`src/sv/gpc_pkg.sv`:
```
// Shared constants, types and unit interface structs for the glyph pixel compositor.
package gpc_pkg;

  // Framebuffer geometry.
  localparam int MAX_WIDTH  = 256;
  localparam int MAX_HEIGHT = 64;
  localparam int PIX_DEPTH  = MAX_WIDTH * MAX_HEIGHT;
  localparam int ADDR_W     = $clog2(PIX_DEPTH);

  // Coordinates and clipping arithmetic.
  localparam int COORD_W = 12;
  localparam int CMP_W   = COORD_W + 1;
  localparam int XW      = $clog2(MAX_WIDTH);
  localparam int YW      = $clog2(MAX_HEIGHT);
  localparam int EW_W    = $clog2(MAX_WIDTH + 1);
  localparam int PROD_W  = YW + EW_W;

  // Configuration port.
  localparam int WCFG_W     = 9;
  localparam int HCFG_W     = 7;
  localparam int CFG_DATA_W = 9;
  localparam int CFG_IDX_W  = 1;
  localparam logic [CFG_IDX_W-1:0] REG_DEST_WIDTH  = 1'b0;
  localparam logic [CFG_IDX_W-1:0] REG_DEST_HEIGHT = 1'b1;
  localparam logic [WCFG_W-1:0]    DEST_WIDTH_RST  = 9'd256;
  localparam logic [HCFG_W-1:0]    DEST_HEIGHT_RST = 7'd64;

  // Operation codes.
  localparam int OP_W = 2;
  localparam logic [OP_W-1:0] OP_BLEND   = 2'd0;
  localparam logic [OP_W-1:0] OP_RESOLVE = 2'd1;
  localparam logic [OP_W-1:0] OP_CLEAR   = 2'd2;

  // Pixel channels.
  localparam int CHAN_W = 8;
  localparam int PIX_W  = 4 * CHAN_W;
  localparam logic [CHAN_W-1:0] FULL = 8'hFF;
  localparam logic [1:0] CH_RED   = 2'd0;
  localparam logic [1:0] CH_BLUE  = 2'd2;
  localparam logic [1:0] CH_ALPHA = 2'd3;

  // Restoring division: one quotient bit per step.
  localparam int DIV_STEPS = CHAN_W;
  localparam int BIT_W     = $clog2(DIV_STEPS);
  localparam logic [BIT_W-1:0] BIT_LAST = BIT_W'(DIV_STEPS - 1);

  typedef logic [CHAN_W-1:0]      chan_t;
  typedef logic [3:0][CHAN_W-1:0] pixel_t;
  typedef logic [2:0][CHAN_W-1:0] colour_t;
  typedef logic [ADDR_W-1:0]      addr_t;

  typedef enum logic {
    AR_MUL,
    AR_DIV
  } arith_mode_t;

  // Request to the shared unit: (m0*m1 + m2*m3)/255, or one division step.
  typedef struct packed {
    arith_mode_t mode;
    chan_t       m0;
    chan_t       m1;
    chan_t       m2;
    chan_t       m3;
    chan_t       rem;
    logic        bit_in;
    chan_t       divisor;
  } arith_req_t;

  typedef struct packed {
    chan_t quot;
    chan_t rem;
    logic  qbit;
  } arith_rsp_t;

endpackage

```
`src/sv/gpc_arith.sv`:
```
// Shared arithmetic unit: sum of two 8x8 products divided by 255, or one restoring division step.
module gpc_arith (
  input  gpc_pkg::arith_req_t req,
  output gpc_pkg::arith_rsp_t rsp
);
  import gpc_pkg::*;

  logic [16:0]       prod_sum;
  logic [16:0]       quot_wide;
  logic [CHAN_W:0]   trial;
  logic              fits;

  // Exact division by 255 for sums below 65536: (v + (v >> 8) + 1) >> 8.
  assign prod_sum  = 17'(req.m0 * req.m1) + 17'(req.m2 * req.m3);
  assign quot_wide = (prod_sum + {8'h00, prod_sum[16:8]} + 17'd1) >> 8;

  assign trial = {req.rem, req.bit_in};
  assign fits  = trial >= {1'b0, req.divisor};

  always_comb begin
    rsp = '0;
    unique case (req.mode)
      AR_MUL: begin
        rsp.quot = quot_wide[CHAN_W-1:0];
      end
      AR_DIV: begin
        rsp.qbit = fits;
        rsp.rem  = fits ? CHAN_W'(trial - {1'b0, req.divisor}) : trial[CHAN_W-1:0];
      end
      default: begin
        rsp = '0;
      end
    endcase
  end

endmodule

```
`config.mk`:
```
export PLATFORM = sky130hd
export DESIGN_NAME = gpc_arith
export DESIGN_NICKNAME = d
export VERILOG_FILES = /design/src/sv/gpc_pkg.sv /design/src/sv/gpc_arith.sv
export SDC_FILE = /design/constraint.sdc
export NUM_CORES = 1
export LEC_CHECK = 0
export ABC_AREA = 1
export BUFFER_PORTS_ARGS = -buffer_cell sky130_fd_sc_hd__buf_2
export CORE_ASPECT_RATIO = 0.7
export CORE_UTILIZATION = 38
export DETAILED_ROUTE_END_ITERATION = 8
export GPL_TIMING_DRIVEN = 1
export PLACE_DENSITY = 0.6
export SETUP_SLACK_MARGIN = 0.05
export SLEW_MARGIN = 20
export SYNTH_ARGS = -nofsm -noshare
export SYNTH_HDL_FRONTEND = slang
export SYNTH_SLANG_ARGS = --single-unit
```
`constraint.sdc`:
```
create_clock -name vclk -period 40.6
set_input_delay 12.18 -clock vclk [all_inputs]
set_output_delay 12.18 -clock vclk [all_outputs]
set_load 0.01 [all_outputs]
```
==> results.ini, run 1 <==
[finish]
drive_above_1_share_pct=9.28
seq_cells=0
fin_util_pct=41.7
nNetsFinal=1177
seq_area_um2=0
stdcell_area_um2=6470
num-clock-buffers=0
insertedDiodeCount=0
area_growth_syn_to_layout_pct=7.57
nFillCells=1627

[synth]
synth_cell_types=31
syn_area_um2=6010
syn_inst=914
yosysWarnings=0
syn-num-nets=1141
syn_area_per_cell_um2=6.58
ys_seq_area_share_pct=0

[route]
wl_met1_um=7410
drt_first_pass_iters=7
wirelength_um=13400
viasPerCell=4.57
num_vias=5245
drc=3
post_drt_wl_per_cell_um=11.7
ant_nets=0
wl_met3_um=906
first_iter_violations=412
wl_met2_um=5110
dr.max_layer_used=met4

[timing]
max_slew_margin_pct=70.2
fin_setup_tns_ns=0
hold_viol_final=0
worst_pin_slew_ns=0.444
fmax_ghz=0.0324
layout_min_cycle_time_ns=30.86
grt_setup_unrepaired=no
layout_worst_path_cycle_share_pct=76.0
setup_viol=0
hold_ws_ns=24.69
finalMaxSlewViolations=0

[floorplanning]
start_util_pct=38.8
std_cell_rows=38
ios=67
die_x_um=152
coreArea_um2=15500
die_area_um2=16300
die_h_um=107

[job]
cap_violations=0

[grt]
grt_antenna_before_repair=0
grt_first_pass_wirelength_um=23700
grt_pass1_vias=5090
grt_max_degree=15
overflow=0
track_usage_pct=17.7

[place]
port_buffers=67
dpl_cell_area_um2=6470
gp_congestion=0.942
hpwl_um=12400

[setup_path]
path_max_fanout=8
crit_top_cell=fa_1
max_stage_delay_ns=0.56
end_kind=output port
crit_type=input pin to output port
startpoint_type=input pin
cp_slowest_cell=fa_1
critPathRequiredTime_ns=28.42
arrival_ns=18.68

[run_status]
violations=design-rule violations
status=complete, but fails checks

[clock_network]
cts_setup_buffers=0
cts_hold_buffers=0
ctsResizeCount=0

[min_path]
hold_class=input pin to output port
min_delay_path_depth=4

==> kinds of logic after synthesis <==
family,after synthesis,synth area share [%]
xor+xnor,13,2.14
fa+ha+maj,177,49.1
simple gates,345,23.9
buf+inv,335,21.0
compound gates,44,3.91
==> cell usage in the layout (no fill, tap or decap) <==
| cell | instances |
|---|---|
| inv_1 | 298 |
| nand2_1 | 247 |
| fa_1 | 98 |
| ha_1 | 79 |
| buf_2 | 67 |
| nand3_1 | 37 |
| nor2_1 | 31 |
| a21oi_1 | 26 |
| o21ai_0 | 10 |
| nand2_2 | 8 |
| xor2_1 | 8 |
| nand4_1 | 8 |
| nand3_2 | 3 |
| xnor2_1 | 3 |
| nor2_2 | 3 |
| nor3_1 | 3 |
| o21bai_1 | 3 |
| clkinv_1 | 2 |
| inv_2 | 2 |
| nor2_4 | 2 |
| o21ai_1 | 2 |
| xor2_2 | 1 |
| a21oi_2 | 1 |
| xnor2_2 | 1 |
| nand3b_1 | 1 |
| o22ai_1 | 1 |
| a21o_1 | 1 |
| or4_1 | 1 |
| or2_1 | 1 |
==> per-layer routing <==
metal	global-route usage, %	vias to the layer above
li1	-	2671
met1	28.3	2429
met2	26.9	143
met3	1.69	2
met4	0.292	0
met5	0	-
==> synth_stat cells, types with 2 or more instances <==
| master | number | share of area (%) |
|---|---|---|
| nor2_4 | 2 | 0.37 |
| xnor2_1 | 3 | 0.44 |
| nand4_1 | 8 | 0.83 |
| nand3_1 | 37 | 3.1 |
| clkinv_1 | 2 | 0.12 |
| nor2_2 | 3 | 0.31 |
| o21ai_1 | 2 | 0.17 |
| inv_1 | 298 | 19 |
| o21ai_0 | 10 | 0.83 |
| nand2_2 | 8 | 0.83 |
| nor2_1 | 31 | 1.9 |
| o21bai_1 | 3 | 0.37 |
| buf_2 | 2 | 0.17 |
| nor3_1 | 3 | 0.25 |
| nand3_2 | 3 | 0.50 |
| xor2_1 | 8 | 1.2 |
| nand2_1 | 247 | 15 |
| a21oi_1 | 26 | 2.2 |
| fa_1 | 98 | 33 |
| clkbuf_1 | 30 | 1.9 |
| ha_1 | 79 | 16 |
| inv_2 | 2 | 0.12 |
==> through the flow <==
step,instances,setup slack (ns)
after floorplan,914,10.49
after global placement,1148,9.79
after detailed placement,1148,9.76
after CTS,1148,9.74
after global routing,1148,9.30
final,1148,9.74
==> worst max-delay path, delay by kind of cell <==
kind | cells | cell delay, ns
adders and majority gates | 8 | 3.91
and+or+nand+nor | 12 | 1.26
buffers and inverters | 6 | 0.59
AOI/OAI and AO/OA | 2 | 0.50
xor gates and xnor gates | 1 | 0.23
==> layout make-up <==
cell class | count | area, um^2 | share of cell area [%]
Timing Repair Buffer | 67 | 335 | 5.18
Multi-Input combinational cell | 579 | 4750 | 73.4
Inverter | 302 | 1130 | 17.5
Tap cell | 200 | 250 | 3.87
==> worst paths after layout <==
check               start       to  slack (ns)
setup / recovery  req[25]  rsp[16]        9.74
hold / removal    req[14]   rsp[7]       24.69
Power of run 1 is not shown: default switching activity piles up to over one toggle a cycle in this logic, so the estimate is an artifact.
==> run 2, diff against run 1 <==
--- a/config.mk
+++ b/config.mk
@@ -11,7 +11,7 @@
 export CORE_UTILIZATION = 38
 export DETAILED_ROUTE_END_ITERATION = 8
 export GPL_TIMING_DRIVEN = 1
-export PLACE_DENSITY = 0.6
+export PLACE_DENSITY = 0.62
 export SETUP_SLACK_MARGIN = 0.05
 export SLEW_MARGIN = 20
 export SYNTH_ARGS = -nofsm -noshare
==> constraint.sdc (replaced) <==
create_clock -name vclk -period 25
set_input_delay 7.5 -clock vclk [all_inputs]
set_output_delay 7.5 -clock vclk [all_outputs]
set_load 0.01 [all_outputs]
==> run 2 against run 1 <==
Worst hold slack got worse by 9.3 ns. Non-clock buffer count is the same. The run still ends with design-rule violations left. Core utilization unchanged. Largest cell class unchanged. Design area stayed put. Final cell count unchanged. Count of clock-buffer cells in the layout stayed put. Critical endpoint unchanged. Via count shrank 0.38%.
==> results.ini, run 2 (synthesis gave the netlist of run 1 again) <==
[run_status]
status=complete, but fails checks
violations=design-rule violations

[grt]
grt_first_pass_wirelength_um=23700  ; unchanged
met1_usage_pct=28.7  ; +0.46 points
track_usage_pct=17.6  ; -0.13 points
grt_max_degree=15  ; unchanged
overflow=0  ; unchanged
grt_antenna_before_repair=0  ; unchanged
grt_use_met2_pct=26.4  ; -0.43 points
grt_pass1_vias=5048  ; -0.83%
grt_most_used_layer=met1
gr-usage-met3_pct=0.926  ; -0.76 points

[setup_path]
max_stage_delay_ns=0.55  ; about the same
crit_type=input pin to output port
cp_slowest_cell=fa_1
critPathRequiredTime_ns=17.50  ; -10.92 ns
crit_family=adder cells
path_max_fanout=8  ; unchanged
worst-path-buf-inv=6  ; unchanged
startpoint_type=input pin
end_kind=output port
crit_top_cell=nand2_1
arrival_ns=13.81  ; -4.87 ns

[place]
port_buffers=67  ; unchanged
hpwl_um=12200  ; -1.4%
gp_congestion=0.940  ; -0.27%

[finish]
final_common_cell=inv_1
multiInputGateArea_um2=4750  ; unchanged
insertedDiodeCount=0  ; unchanged
area_growth_syn_to_layout_pct=7.57  ; unchanged
final_cell_mix=298 x inv_1, 247 x nand2_1, 98 x fa_1
nFillCells=1684  ; +3.5%
seq_area_um2=0  ; unchanged
seq_cells=0  ; unchanged
drive_above_1_share_pct=9.28  ; unchanged
num-clock-buffers=0  ; unchanged
nNetsFinal=1177  ; unchanged

[timing]
layout_worst_path_cycle_share_pct=85.3
fmax_ghz=0.0469
setup_viol=0  ; unchanged
fin_setup_tns_ns=0  ; unchanged
finalMaxSlewViolations=0  ; unchanged
worst_pin_slew_ns=0.437  ; -0.00708 ns
grt_setup_unrepaired=no
max_slew_margin_pct=70.7  ; +0.47 points
hold_viol_final=0  ; unchanged
layout_min_cycle_time_ns=21.31

[floorplanning]
start_util_pct=38.8  ; unchanged
ios=67  ; unchanged
die_area_um2=16300  ; unchanged
die_x_um=152  ; unchanged
coreArea_um2=15500  ; unchanged
std_cell_rows=38  ; unchanged
die_h_um=107  ; unchanged

[route]
post_drt_wl_per_cell_um=11.6  ; -1.3%
first_iter_violations=414  ; +0.49%
num_vias=5225  ; -0.38%
drc=4  ; +1
ant_nets=0  ; unchanged
viasPerCell=4.55  ; -0.38%
wirelength_um=13300  ; -1.3%
drt_first_pass_iters=7  ; unchanged

[job]
cap_violations=0  ; unchanged

[clock_network]
cts_hold_buffers=0  ; unchanged
cts_setup_buffers=0  ; unchanged
ctsResizeCount=0  ; unchanged

[min_path]
hold_class=input pin to output port

## run 2: cell counts in the layout (fill, tap and decap cells not counted)
No cell type changed its count.
## run 2: per-layer routing
layer | vias to the layer above | share of wire, %
li1 | 2672 | -
met1 | 2412 | 55
met2 | 139 | 38
met3 | 2 | 6.1
met4 | 0 | 0.060
met5 | - | 0
## run 2: path summary, 6_finish.rpt
check	from	end	slack, ns	depth (start not counted)
min	req[14]	rsp[7]	15.34	4
max	req[25]	rsp[16]	3.69	31
## run 2: final cells by class
class	instances	area share, %
Multi-Input combinational cell	579	73.4
Tap cell	200	3.87
Inverter	302	17.5
Timing Repair Buffer	67	5.18
## run 2: through the flow
stage               setup slack [ns]  instance area [um^2]  hold slack, ns  util, %  std cells
floorplan                       4.25                  6010           15.10        -        914
global placement                3.73                  6470           15.33     41.7       1148
detailed placement              3.68                  6470           15.34     41.7       1148
CTS                             3.68                  6470           15.34     41.7       1148
global route                    3.20                  6470           15.39     41.7       1148
finish                          3.69                  6470           15.34     41.7       1148
Power of run 2 is left out for the same reason.
==> run 3, diff against run 2 <==
--- a/config.mk
+++ b/config.mk
@@ -8,10 +8,10 @@
 export ABC_AREA = 1
 export BUFFER_PORTS_ARGS = -buffer_cell sky130_fd_sc_hd__buf_2
 export CORE_ASPECT_RATIO = 0.7
-export CORE_UTILIZATION = 38
+export CORE_UTILIZATION = 40
 export DETAILED_ROUTE_END_ITERATION = 8
 export GPL_TIMING_DRIVEN = 1
-export PLACE_DENSITY = 0.62
+export PLACE_DENSITY = 0.64
 export SETUP_SLACK_MARGIN = 0.05
 export SLEW_MARGIN = 20
 export SYNTH_ARGS = -nofsm -noshare
==> run 3 against run 2 <==
Die area down 4.9%. Final cell count down 0.44%. First-iteration DRC count down 24%. Highest routed layer unchanged. Design area about the same. Non-clock buffer count unchanged. Flip-flop and latch count unchanged. Sequential share of layout area unchanged. The flow now finishes without violations. Core utilization up 2.3 points. Wire length up 2.1%. Count of clock-buffer cells in the layout unchanged. Critical path type unchanged. Via count up 0.98%.
==> results.ini, run 3 (synthesis gave the netlist of run 1 again) <==
[setup_path]
critPathRequiredTime_ns=17.50  ; about the same
path_max_fanout=8  ; unchanged
max_stage_delay_ns=0.56  ; about the same
end_kind=output port
crit_type=input pin to output port
crit_top_cell=fa_1
arrival_ns=13.76  ; -0.05 ns
startpoint_type=input pin
cp_slowest_cell=fa_1

[finish]
insertedDiodeCount=0  ; unchanged
seq_area_um2=0  ; unchanged
final_common_cell=inv_1
stdcell_area_um2=6460  ; about the same
final_cell_mix=298 x inv_1, 247 x nand2_1, 98 x fa_1
fin_util_pct=44.0  ; +2.3 points
seq_cells=0  ; unchanged
nNetsFinal=1177  ; unchanged
num-clock-buffers=0  ; unchanged
area_growth_syn_to_layout_pct=7.47  ; about the same
drive_above_1_share_pct=9.28  ; unchanged

[timing]
fmax_ghz=0.0470  ; +0.25%
fin_setup_tns_ns=0  ; unchanged
layout_min_cycle_time_ns=21.26  ; -0.0526 ns
setup_viol=0  ; unchanged
grt_setup_unrepaired=no
worst_pin_slew_ns=0.439  ; +0.00186 ns
max_slew_margin_pct=70.6  ; -0.12 points
hold_viol_final=0  ; unchanged
finalMaxSlewViolations=0  ; unchanged
layout_worst_path_cycle_share_pct=85.0  ; -0.21 points

[place]
hpwl_um=12400  ; +1.7%
gp_congestion=0.928  ; -1.3%
port_buffers=67  ; unchanged
dpl_cell_area_um2=6460  ; about the same

[grt]
grt_antenna_before_repair=0  ; unchanged
grt_first_pass_wirelength_um=23500  ; -0.99%
grt_max_degree=15  ; unchanged
track_usage_pct=18.5  ; +0.93 points
overflow=0  ; unchanged
grt_pass1_vias=5066  ; +0.36%

[route]
viasPerCell=4.62  ; +1.4%
num_vias=5276  ; +0.98%
ant_nets=0  ; unchanged
post_drt_wl_per_cell_um=11.8  ; +2.5%
wirelength_um=13500  ; +2.1%
drt_first_pass_iters=5  ; -2
drc=0  ; -4
first_iter_violations=313  ; -24%

[clock_network]
ctsResizeCount=0  ; unchanged
cts_hold_buffers=0  ; unchanged
cts_setup_buffers=0  ; unchanged

[floorplanning]
std_cell_rows=37  ; -2.6%
die_h_um=105  ; -2.5%
die_x_um=149  ; -2.5%
start_util_pct=41.0  ; +2.2 points
die_area_um2=15500  ; -4.9%
ios=67  ; unchanged
coreArea_um2=14700  ; -5.3%

[run_status]
status=complete, no violations

[min_path]
min_delay_path_depth=4  ; unchanged
hold_class=input pin to output port

[job]
cap_violations=0  ; unchanged

==> run 3: cell counts in the layout (fill, tap and decap cells not counted) <==
No cell type changed its count.
==> run 3: path summary, 6_finish.rpt <==
path | startpoint | slack [ns] | end
worst max-delay path | req[25] | 3.74 | rsp[16]
worst min-delay path | req[14] | 15.34 | rsp[7]
==> run 3: stage by stage <==
step / setup slack, ns / hold slack [ns] / std cells
after detailed placement: 3.78 / 15.34 / 1143
after global placement: 3.83 / 15.34 / 1143
final: 3.74 / 15.34 / 1143
after global routing: 3.35 / 15.36 / 1143
after CTS: 3.76 / 15.34 / 1143
after floorplan: 4.25 / 15.10 / 914
==> run 3: cell type report <==
| cell class | instances | area [um^2] |
|---|---|---|
| well taps | 195 | 244 |
| fillers | 1564 | 8210 |
| inverters | 302 | 1130 |
| multi-input cells | 579 | 4750 |
| repair buffers | 67 | 335 |
==> run 3: layer usage <==
layer  track usage [%]  part of all wire, %  wire length [um]
met1              30.6                   54              7260
met2              27.6                   40              5350
met5                 0                    0                 0
met3             0.611                  6.7               907
met4             0.515                 0.16                21
==> run 3: critical path: cells and delay by family <==
| family | cells | cell delay [ns] |
|---|---|---|
| AO/OA/AOI/OAI | 2 | 0.41 |
| XOR/XNOR | 1 | 0.14 |
| adder cells (fa/ha/maj) | 8 | 3.92 |
| buffers and inverters | 6 | 0.59 |
| AND/OR/NAND/NOR | 12 | 1.21 |
Power of run 3 is left out for the same reason.
